### src/design/lssc_pkg.sv
`default_nettype none

package lssc_pkg;

  localparam logic [1:0] CMD_STEP    = 2'd0;
  localparam logic [1:0] CMD_WRITE   = 2'd1;
  localparam logic [1:0] CMD_RESTART = 2'd2;

  localparam logic [2:0] REG_TOP_SPEED  = 3'd0;
  localparam logic [2:0] REG_GAIN_P     = 3'd1;
  localparam logic [2:0] REG_GAIN_D     = 3'd2;
  localparam logic [2:0] REG_ACCEL_STEP = 3'd3;
  localparam logic [2:0] REG_DECEL_STEP = 3'd4;
  localparam logic [2:0] REG_MAP_LENGTH = 3'd5;

  localparam logic [7:0]  TOP_SPEED_RST  = 8'd255;
  localparam logic [15:0] GAIN_P_RST     = 16'd256;
  localparam logic [15:0] GAIN_D_RST     = 16'd0;
  localparam logic [11:0] ACCEL_STEP_RST = 12'd102;
  localparam logic [11:0] DECEL_STEP_RST = 12'd896;
  localparam logic [8:0]  MAP_LENGTH_RST = 9'd0;
  localparam logic [15:0] SPEED_RST      = 16'd17920;

  localparam logic [2:0] HAZ_HIGH = 3'd4;
  localparam logic [2:0] HAZ_LOW  = 3'd1;

  localparam logic [7:0] SPD_NEAR_HIGH = 8'd60;
  localparam logic [7:0] SPD_NEAR_LOW  = 8'd90;
  localparam logic [7:0] SPD_FAR_HIGH  = 8'd110;
  localparam logic [7:0] SPD_FAR_LOW   = 8'd120;
  localparam logic [7:0] SPD_CAP_WIDE  = 8'd50;
  localparam logic [7:0] SPD_CAP_MID   = 8'd70;
  localparam logic [7:0] SPD_CAP_SLIM  = 8'd90;

  localparam logic [11:0] ERR_WIDE = 12'd560;
  localparam logic [11:0] ERR_MID  = 12'd352;
  localparam logic [11:0] ERR_SLIM = 12'd240;

  localparam logic [7:0] PWM_FLOOR   = 8'd50;
  localparam logic [7:0] BRANCH_BIAS = 8'd30;

  localparam logic [1:0] BR_NONE     = 2'd0;
  localparam logic [1:0] BR_RIGHT    = 2'd1;
  localparam logic [1:0] BR_LEFT     = 2'd2;
  localparam logic [1:0] BR_STRAIGHT = 2'd3;

  typedef struct packed {
    logic [1:0] branch;
    logic       is_node;
    logic [2:0] hazard;
  } entry_t;

endpackage

`default_nettype wire

### src/design/lookahead_speed_steering_control.sv
// Lookahead speed and steering controller for a two-wheel line follower. Each
// input beat carries a command: a table write (stored at once, no result), a
// restart (speed and previous error back to reset, no result), or a control
// step, which yields one result beat with both wheel PWMs and the branch
// override flag. A control step reads the track table one entry per cycle over
// map_position..map_position+LOOKAHEAD through the single table read port,
// then runs speed ramp, two passes of one shared 17x12 multiplier for the PD
// term, and steering, and registers the result; in_stall is high after the
// accept until the result is registered, and longer while the previous result
// still waits on the output when the new one is ready. The next beat can be
// accepted in the cycle after the result is registered, so control steps never
// overlap. Writes and restart complete at accept and leave the block idle; any
// other command is accepted and ignored. Configuration registers sit at byte
// address 4*i on the APB port and may be written only while the block is idle.
`default_nettype none

module lookahead_speed_steering_control #(
  parameter int TABLE_DEPTH = 256,
  parameter int LOOKAHEAD   = 8
) (
  input  wire logic               clk,
  input  wire logic               rst_n,
  input  wire logic               in_valid,
  output logic                    in_stall,
  input  wire logic [1:0]         in_cmd,
  input  wire logic signed [10:0] in_line_position,
  input  wire logic               in_line_detected,
  input  wire logic [7:0]         in_map_position,
  input  wire logic [2:0]         in_entry_hazard,
  input  wire logic               in_entry_is_node,
  input  wire logic [1:0]         in_entry_branch,
  output logic                    out_valid,
  input  wire logic               out_stall,
  output logic [7:0]              out_left_pwm,
  output logic [7:0]              out_right_pwm,
  output logic                    out_branch_override,
  input  wire logic               psel,
  input  wire logic               penable,
  input  wire logic               pwrite,
  input  wire logic [4:0]         paddr,
  input  wire logic [31:0]        pwdata,
  output logic [31:0]             prdata,
  output logic                    pready
);
  import lssc_pkg::*;

  localparam int AW = $clog2(TABLE_DEPTH);
  localparam int IW = (AW > 9 ? AW : 9) + 1;
  localparam int CW = $clog2(LOOKAHEAD + 1);
  localparam logic [IW-1:0] DEPTH_I   = IW'(TABLE_DEPTH);
  localparam logic [CW-1:0] LAST_I    = CW'(LOOKAHEAD);
  localparam logic [CW-1:0] NEAR_LAST = CW'(2);

  localparam logic [2:0] S_IDLE  = 3'd0;
  localparam logic [2:0] S_SCAN  = 3'd1;
  localparam logic [2:0] S_WAIT  = 3'd2;
  localparam logic [2:0] S_SPEED = 3'd3;
  localparam logic [2:0] S_MUL_P = 3'd4;
  localparam logic [2:0] S_MUL_D = 3'd5;
  localparam logic [2:0] S_STEER = 3'd6;

  function automatic logic [7:0] clamp_pwm(input logic signed [19:0] v,
                                           input logic [7:0] lo,
                                           input logic [7:0] hi);
    logic [7:0] res;
    if (v < $signed({12'd0, lo})) begin
      res = lo;
    end else if (v > $signed({12'd0, hi})) begin
      res = hi;
    end else begin
      res = v[7:0];
    end
    return res;
  endfunction

  // configuration
  logic [7:0]  top_speed_r;
  logic [15:0] gain_p_r;
  logic [15:0] gain_d_r;
  logic [11:0] accel_r;
  logic [11:0] decel_r;
  logic [8:0]  map_len_r;
  logic        cfg_wr;

  assign pready = 1'b1;
  assign cfg_wr = psel && penable && pwrite;

  always_ff @(posedge clk) begin
    if (!rst_n) begin
      top_speed_r <= TOP_SPEED_RST;
      gain_p_r    <= GAIN_P_RST;
      gain_d_r    <= GAIN_D_RST;
      accel_r     <= ACCEL_STEP_RST;
      decel_r     <= DECEL_STEP_RST;
      map_len_r   <= MAP_LENGTH_RST;
    end else if (cfg_wr) begin
      unique case (paddr[4:2])
        REG_TOP_SPEED:  top_speed_r <= pwdata[7:0];
        REG_GAIN_P:     gain_p_r    <= pwdata[15:0];
        REG_GAIN_D:     gain_d_r    <= pwdata[15:0];
        REG_ACCEL_STEP: accel_r     <= pwdata[11:0];
        REG_DECEL_STEP: decel_r     <= pwdata[11:0];
        REG_MAP_LENGTH: map_len_r   <= pwdata[8:0];
        default: ;
      endcase
    end
  end

  always_comb begin
    unique case (paddr[4:2])
      REG_TOP_SPEED:  prdata = {24'd0, top_speed_r};
      REG_GAIN_P:     prdata = {16'd0, gain_p_r};
      REG_GAIN_D:     prdata = {16'd0, gain_d_r};
      REG_ACCEL_STEP: prdata = {20'd0, accel_r};
      REG_DECEL_STEP: prdata = {20'd0, decel_r};
      REG_MAP_LENGTH: prdata = {23'd0, map_len_r};
      default:        prdata = 32'd0;
    endcase
  end

  logic [IW-1:0] len_i;
  assign len_i = (IW'(map_len_r) > DEPTH_I) ? DEPTH_I : IW'(map_len_r);

  // sequencer and input capture
  logic [2:0]         state_r;
  logic [2:0]         state_nxt;
  logic [CW-1:0]      cnt_r;
  logic signed [10:0] err_r;
  logic               seen_r;
  logic [7:0]         pos_r;
  logic               in_acc;
  logic               out_load;
  logic               out_valid_r;

  assign in_stall = (state_r != S_IDLE);
  assign in_acc   = in_valid && !in_stall;
  assign out_load = (state_r == S_STEER) && (!out_valid_r || !out_stall);

  always_comb begin
    state_nxt = state_r;
    unique case (state_r)
      S_IDLE:  if (in_acc && in_cmd == CMD_STEP) state_nxt = S_SCAN;
      S_SCAN:  if (cnt_r == LAST_I) state_nxt = S_WAIT;
      S_WAIT:  state_nxt = S_SPEED;
      S_SPEED: state_nxt = S_MUL_P;
      S_MUL_P: state_nxt = S_MUL_D;
      S_MUL_D: state_nxt = S_STEER;
      S_STEER: if (out_load) state_nxt = S_IDLE;
      default: state_nxt = S_IDLE;
    endcase
  end

  always_ff @(posedge clk) begin
    if (!rst_n) begin
      state_r <= S_IDLE;
      cnt_r   <= '0;
    end else begin
      state_r <= state_nxt;
      if (state_r == S_SCAN) begin
        cnt_r <= cnt_r + CW'(1);
      end else begin
        cnt_r <= '0;
      end
    end
  end

  always_ff @(posedge clk) begin
    if (in_acc) begin
      err_r  <= in_line_position;
      seen_r <= in_line_detected;
      pos_r  <= in_map_position;
    end
  end

  // track table
  entry_t        mem [TABLE_DEPTH];
  entry_t        rd_data_r;
  entry_t        wr_entry;
  logic [IW-1:0] wr_pos;
  logic [IW-1:0] idx;

  assign wr_entry = '{branch: in_entry_branch, is_node: in_entry_is_node,
                      hazard: in_entry_hazard};
  assign wr_pos   = IW'(in_map_position);
  assign idx      = IW'(pos_r) + IW'(cnt_r);

  always_ff @(posedge clk) begin
    if (in_acc && in_cmd == CMD_WRITE && wr_pos < DEPTH_I) begin
      mem[wr_pos[AW-1:0]] <= wr_entry;
    end
    rd_data_r <= mem[idx[AW-1:0]];
  end

  // hazard scan, working on the registered read data
  logic       rd_pend_r;
  logic       rd_near_r;
  logic       rd_first_r;
  logic [2:0] near_r;
  logic [2:0] far_r;
  logic       node_hit_r;
  logic [1:0] branch_r;

  always_ff @(posedge clk) begin
    if (!rst_n) begin
      rd_pend_r <= 1'b0;
    end else begin
      rd_pend_r <= (state_r == S_SCAN) && (idx < len_i);
    end
    rd_near_r  <= (cnt_r <= NEAR_LAST);
    rd_first_r <= (cnt_r == '0);
  end

  always_ff @(posedge clk) begin
    if (in_acc) begin
      near_r     <= '0;
      far_r      <= '0;
      node_hit_r <= 1'b0;
      branch_r   <= BR_NONE;
    end else if (rd_pend_r) begin
      if (rd_near_r) begin
        if (rd_data_r.hazard > near_r) near_r <= rd_data_r.hazard;
      end else if (rd_data_r.hazard > far_r) begin
        far_r <= rd_data_r.hazard;
      end
      if (rd_first_r) begin
        node_hit_r <= rd_data_r.is_node && (rd_data_r.branch != BR_NONE);
        branch_r   <= rd_data_r.branch;
      end
    end
  end

  // speed ramp
  logic signed [11:0] e_x;
  logic [11:0]        mag;
  logic [7:0]         target;
  logic [15:0]        tgt_q;
  logic signed [17:0] spd_w;
  logic [15:0]        spd_nxt;
  logic [15:0]        speed_r;
  logic signed [11:0] prev_r;

  assign e_x = 12'(err_r);
  assign mag = e_x[11] ? 12'(-e_x) : e_x;

  always_comb begin
    priority if (near_r >= HAZ_HIGH) target = SPD_NEAR_HIGH;
    else if (near_r >= HAZ_LOW)      target = SPD_NEAR_LOW;
    else if (far_r >= HAZ_HIGH)      target = SPD_FAR_HIGH;
    else if (far_r >= HAZ_LOW)       target = SPD_FAR_LOW;
    else                             target = top_speed_r;
    priority if (mag > ERR_WIDE) begin
      if (target > SPD_CAP_WIDE) target = SPD_CAP_WIDE;
    end else if (mag > ERR_MID) begin
      if (target > SPD_CAP_MID) target = SPD_CAP_MID;
    end else if (mag > ERR_SLIM) begin
      if (target > SPD_CAP_SLIM) target = SPD_CAP_SLIM;
    end else begin
      target = target;
    end
    tgt_q = {target, 8'd0};
    priority if (speed_r < tgt_q) spd_w = $signed({2'd0, speed_r}) + $signed({6'd0, accel_r});
    else if (speed_r > tgt_q)     spd_w = $signed({2'd0, speed_r}) - $signed({6'd0, decel_r});
    else                          spd_w = $signed({2'd0, speed_r});
    priority if (spd_w < 0)                              spd_nxt = '0;
    else if (spd_w > $signed({2'd0, top_speed_r, 8'd0})) spd_nxt = {top_speed_r, 8'd0};
    else                                                 spd_nxt = spd_w[15:0];
  end

  // shared multiplier for the PD term
  logic [15:0]        mul_a;
  logic signed [11:0] mul_b;
  logic signed [28:0] prod;
  logic signed [29:0] acc_r;

  assign mul_a = (state_r == S_MUL_P) ? gain_p_r : gain_d_r;
  assign mul_b = (state_r == S_MUL_P) ? e_x : (e_x - prev_r);
  assign prod  = 29'($signed({1'b0, mul_a})) * 29'(mul_b);

  always_ff @(posedge clk) begin
    if (state_r == S_MUL_P) begin
      acc_r <= 30'(prod);
    end else if (state_r == S_MUL_D) begin
      acc_r <= acc_r + 30'(prod);
    end
  end

  // steering
  logic signed [29:0] acc_adj;
  logic signed [19:0] pd_o;
  logic signed [19:0] s_w;
  logic signed [13:0] prev3;
  logic signed [13:0] prev3_adj;
  logic signed [19:0] rec_r;
  logic signed [19:0] bias_w;
  logic [7:0]         floor_v;
  logic [7:0]         left_nxt;
  logic [7:0]         right_nxt;
  logic               over_nxt;

  assign acc_adj   = acc_r + (acc_r[29] ? 30'sd4095 : 30'sd0);
  assign pd_o      = 20'(acc_adj >>> 12);
  assign s_w       = $signed({12'd0, speed_r[15:8]});
  assign prev3     = (14'(prev_r) <<< 1) + 14'(prev_r);
  assign prev3_adj = prev3 + (prev3[13] ? 14'sd15 : 14'sd0);
  assign rec_r     = 20'(prev3_adj >>> 4);
  assign bias_w    = $signed({12'd0, BRANCH_BIAS});
  assign floor_v   = (near_r >= HAZ_HIGH || mag > ERR_WIDE) ? 8'd0 : PWM_FLOOR;

  always_comb begin
    over_nxt = 1'b0;
    if (!seen_r) begin
      left_nxt  = clamp_pwm(s_w + rec_r, 8'd0, top_speed_r);
      right_nxt = clamp_pwm(s_w - rec_r, 8'd0, top_speed_r);
    end else if (node_hit_r) begin
      over_nxt = 1'b1;
      unique case (branch_r)
        BR_RIGHT: begin
          left_nxt  = clamp_pwm(s_w + bias_w, 8'd0, top_speed_r);
          right_nxt = clamp_pwm(s_w - bias_w, 8'd0, top_speed_r);
        end
        BR_LEFT: begin
          left_nxt  = clamp_pwm(s_w - bias_w, 8'd0, top_speed_r);
          right_nxt = clamp_pwm(s_w + bias_w, 8'd0, top_speed_r);
        end
        default: begin
          left_nxt  = clamp_pwm(s_w, 8'd0, top_speed_r);
          right_nxt = clamp_pwm(s_w, 8'd0, top_speed_r);
        end
      endcase
    end else begin
      left_nxt  = clamp_pwm(s_w + pd_o, floor_v, top_speed_r);
      right_nxt = clamp_pwm(s_w - pd_o, floor_v, top_speed_r);
    end
  end

  always_ff @(posedge clk) begin
    if (!rst_n) begin
      speed_r <= SPEED_RST;
      prev_r  <= '0;
    end else if (in_acc && in_cmd == CMD_RESTART) begin
      speed_r <= SPEED_RST;
      prev_r  <= '0;
    end else begin
      if (state_r == S_SPEED) speed_r <= spd_nxt;
      if (out_load && seen_r) prev_r <= e_x;
    end
  end

  // result register
  logic [7:0] left_r;
  logic [7:0] right_r;
  logic       over_r;

  always_ff @(posedge clk) begin
    if (!rst_n) begin
      out_valid_r <= 1'b0;
    end else begin
      priority if (out_load)           out_valid_r <= 1'b1;
      else if (out_valid_r && !out_stall) out_valid_r <= 1'b0;
      else                             out_valid_r <= out_valid_r;
    end
  end

  always_ff @(posedge clk) begin
    if (out_load) begin
      left_r  <= left_nxt;
      right_r <= right_nxt;
      over_r  <= over_nxt;
    end
  end

  assign out_valid           = out_valid_r;
  assign out_left_pwm        = left_r;
  assign out_right_pwm       = right_r;
  assign out_branch_override = over_r;

endmodule

`default_nettype wire

### config.mk
export PLATFORM = sky130hd
export DESIGN_NAME = lookahead_speed_steering_control
export DESIGN_NICKNAME = d
export VERILOG_FILES = /design/src/design/lssc_pkg.sv /design/src/design/lookahead_speed_steering_control.sv
export SDC_FILE = /design/constraint.sdc
export NUM_CORES = 2
export LEC_CHECK = 0
export BUFFER_PORTS_ARGS = -buffer_cell sky130_fd_sc_hd__buf_4
export CAP_MARGIN = 20
export CORE_AREA = 4 4 587 589
export DETAILED_ROUTE_END_ITERATION = 12
export DIE_AREA = 0 0 591 593
export PLACE_DENSITY = 0.4
export SLEW_MARGIN = 20
export SYNTH_ARGS = -nofsm -noshare
export SYNTH_HDL_FRONTEND = slang
export SYNTH_SLANG_ARGS = --single-unit
### constraint.sdc
create_clock -name clk -period 23.5 [get_ports clk]
set_input_delay 2.35 -clock clk [delete_from_list [all_inputs] [get_ports clk]]
set_output_delay 2.35 -clock clk [all_outputs]
set_load 0.01 [all_outputs]
==> summary.md <==
| Metric | Value |
|---|---|
| Crit-path max FO | 17 |
| CP endpoint kind | flip-flop |
| Clk pwr share | 42.8% |
| Post-CTS Resized | 0 |
| Unrepaired setup endpoints after global routing | no |
| GRT Util Overall | 14.02% |
| Busiest grt layer | met2 |
| Via-to-Cell Ratio | about 4.7 |
| Final hold violation count | 0 |
| LEAKAGE | 0.03229 µW |
| DRT antenna net count | 0 |
| Fmax | slightly above 0.09 GHz |
| Cell Count, Final, Fillers Out | 10,406 |
| Synth Register Bits | approximately 1,700 |
| Ys async rst share | 0% |
| DIE HEIGHT | roughly 590 µm |
| Bufs and invs on worst path | 4 |
| Area of the mapped netlist | 0.08441 mm² |
| Main synth FF type | edfxtp_1 |
| Drt drc | 0 |
| Die W | 591 µm |
| CP peak stage delay | 0.55 ns |
| Hold WC Path Type | reg2reg |
| First-pass GRT wire length | around 360 mm |
| Period utilization | 45.89% |
| Worst EP arrival | 11.29 ns |
| PD cells | 71.77 mW/mm² |
| Syn Inst Count | 5,616 |
| Commonest non-fill, non-tap cell in the layout | edfxtp_1 |
| Routed WL per cell | 24.11 µm |
| Sw Share | 23.26% |
| Row count | approximately 210 |
| Top delay family on crit path | compound AO/OA/AOI/OAI gates |
| Syn Area/Cell | 15.03 µm² |
| Placed cells | 10,056 |
| Remaining Overflow, GRT | 0 |
| Starting Density | 24.88% |
| Max_slew headroom | between 15 and 20% |
| DR vias | about 48,000 |
| # nets final | 6,250 |
| Area leader, netlist | edfxtp_1 |
| Port bufs | 88 |
| Hold_buf cts | 0 |
| Req. time, crit path | 24.00 ns |
| Slew @ Worst Pin | 1.243 ns |
| Clk buf depth | 4 |
| Status | finished, final reports clean |
| Iteration-0 DRC Markers | 3,832 |
| I/O pins | 124 |
| Slowest CP cell | fa_1 |
| Vias in the first global route | 49,554 |
| CTS H-tree depth | 4 |
| Pre-antenna DRT Iters | 5 |
| Area Overhead vs Synth | 14.55% |
| Commonest cells after routing, fill and taps aside | edfxtp_1, mux4_2, nor2_1 |
| Dominant cells by area after synthesis | edfxtp_1, mux4_2, ha_1 |
| Worst-skew pair later-pin latency | slightly below 0.9 ns |
| Gp weighted congestion | 0.8109 |
| Clock tree root driver cell | clkbuf_16 |
| Pins over their slew limit | 0 |
| TritonCTS Buffers | 196 |
| Setup_tns | 0 ns |
| Setup Viol. Count Final | 0 |
| Tmin final | 10.78 ns |
| Post-synth EDFFs | ~1,600 |
| FILL cells | 34,186 |
| TritonCTS clock tree | done |
| Combinational group share of total power | 8.5% |
| Fin util | 28.50% |
| GR met2 Demand/Resource | 23.00% |
| Antenna violations before repair | 21 |
| Max-cap violations | 0 |
| Count of different cell masters after synthesis | 92 |
| Core Box Area | 0.3392 mm² |
| Peak VDD IR | about 0.057 mV |
| M1 GR Usage | 19.33% |
| Routing usage on met3 | under 10% |
| Synth top area share | between 50% and 60% |
| CP Launch Type | flip-flop |
| Max Clock Skew | 0.1018 ns |
| Post-synthesis sequential area ratio | 60.02% |
| Detailed Route WL | 250.9 mm |
| Ys Warns | 0 |
| Dpl hpwl | 163.8 mm |
| NetSw | 1614 µW |
| Clock-pin slew on the worst setup and hold paths | approximately 0.060 ns |
| Pin count of the biggest net entering global routing | around 110 |
| Sequential share of power | 48.7% |
| Die ar. | 0.3505 mm² |
| Pint | 5325 µW |
| Most frequent cell on the critical path | o21ai_0 |
| Total clock sinks | 1,729 |
| Critical path class | reg2reg |
| Setup bufs post-CTS | 0 |
| Proportion of layout cells with a drive suffix above 1 | 17.71% |
final cells by class:
cell class	instances	area [µm²]	area share, %
multi-input cells	3283	31580	32.66
repair buffers	181	1463	1.513
inverters	330	1239	1.281
diodes	3	7.507	0.007765
clock inverters	107	928.4	0.9602
flip-flops and latches	1729	50660	52.40
clock buffers	237	5131	5.307
well taps	4536	5675	5.870
synth_stat cells, types with 60 or more instances:
| cell | n |
|---|---|
| o21ai_0 | 121 |
| dfxtp_1 | 126 |
| fa_1 | 151 |
| a21oi_1 | 194 |
| nand2_1 | 456 |
| nand3_1 | 60 |
| mux2i_1 | 75 |
| xnor2_1 | 88 |
| nor2_1 | 486 |
| ha_1 | 306 |
| inv_1 | 329 |
| mux4_2 | 510 |
| clkbuf_1 | 215 |
| edfxtp_1 | 1603 |
registers in the layout, summed over array words and instances, names as in the netlist, 9 cells and up:
| name | flops |
|---|---|
| mem | 1536 |
| acc_r | 30 |
| gain_d_r | 16 |
| gain_p_r | 16 |
| speed_r | 16 |
| accel_r | 12 |
| decel_r | 12 |
| err_r | 11 |
| prev_r | 11 |
| map_len_r | 9 |
worst min-delay path, stage by stage (launching register included):
cell	delay, ns
dfxtp_1	0.30
nand3_1	0.07
a21oi_1	0.05
power by group through the flow:
stage	clock network, µW	registers, µW	logic, µW
final	2970	3380	589
after global routing	3200	3380	638
after CTS	3060	3380	604
after detailed placement	0	3450	602
after global placement	0	3450	599
after floorplan	0	3440	361
logic make-up after synthesis:
logic type | Yosys count | synth area share, %
simple gates | 1337 | 7.056
xor+xnor | 140 | 1.462
fa+ha+maj | 458 | 8.129
buf+inv | 619 | 2.856
mux | 601 | 14.71
compound gates | 730 | 5.759
other cells | 2 | 0.008897
flops | 1729 | 60.02
layer usage:
metal	up-vias	wire length, µm
li1	21689	-
met1	25386	113200
met2	1112	119200
met3	298	12700
met4	6	5794
met5	-	42
stage by stage:
step           setup WS [ns]  total power (µW)  hold slack, ns  cell area (µm²)
2_1_floorplan          14.31              3799          0.4400            84460
3_3_place_gp           12.54              4045          0.4710            90550
3_5_place_dp           12.65              4048          0.4774            90560
4_1_cts                12.57              7049          0.4835            96620
5_1_grt                11.71              7213          0.5048            96680
6_report               12.72              6939          0.4747            96680
final timing paths:
check,from,endpoint,slack (ns),cells after the start
setup / recovery,err_r[1],acc_r[28],12.72,41
hold / removal,rd_data_r[4],branch_r[0],0.47,2
setup reg to reg,err_r[1],acc_r[28],12.72,41
hold reg to reg,rd_data_r[4],branch_r[0],0.47,2
Note: power is estimated with default switching activity, not from simulation.
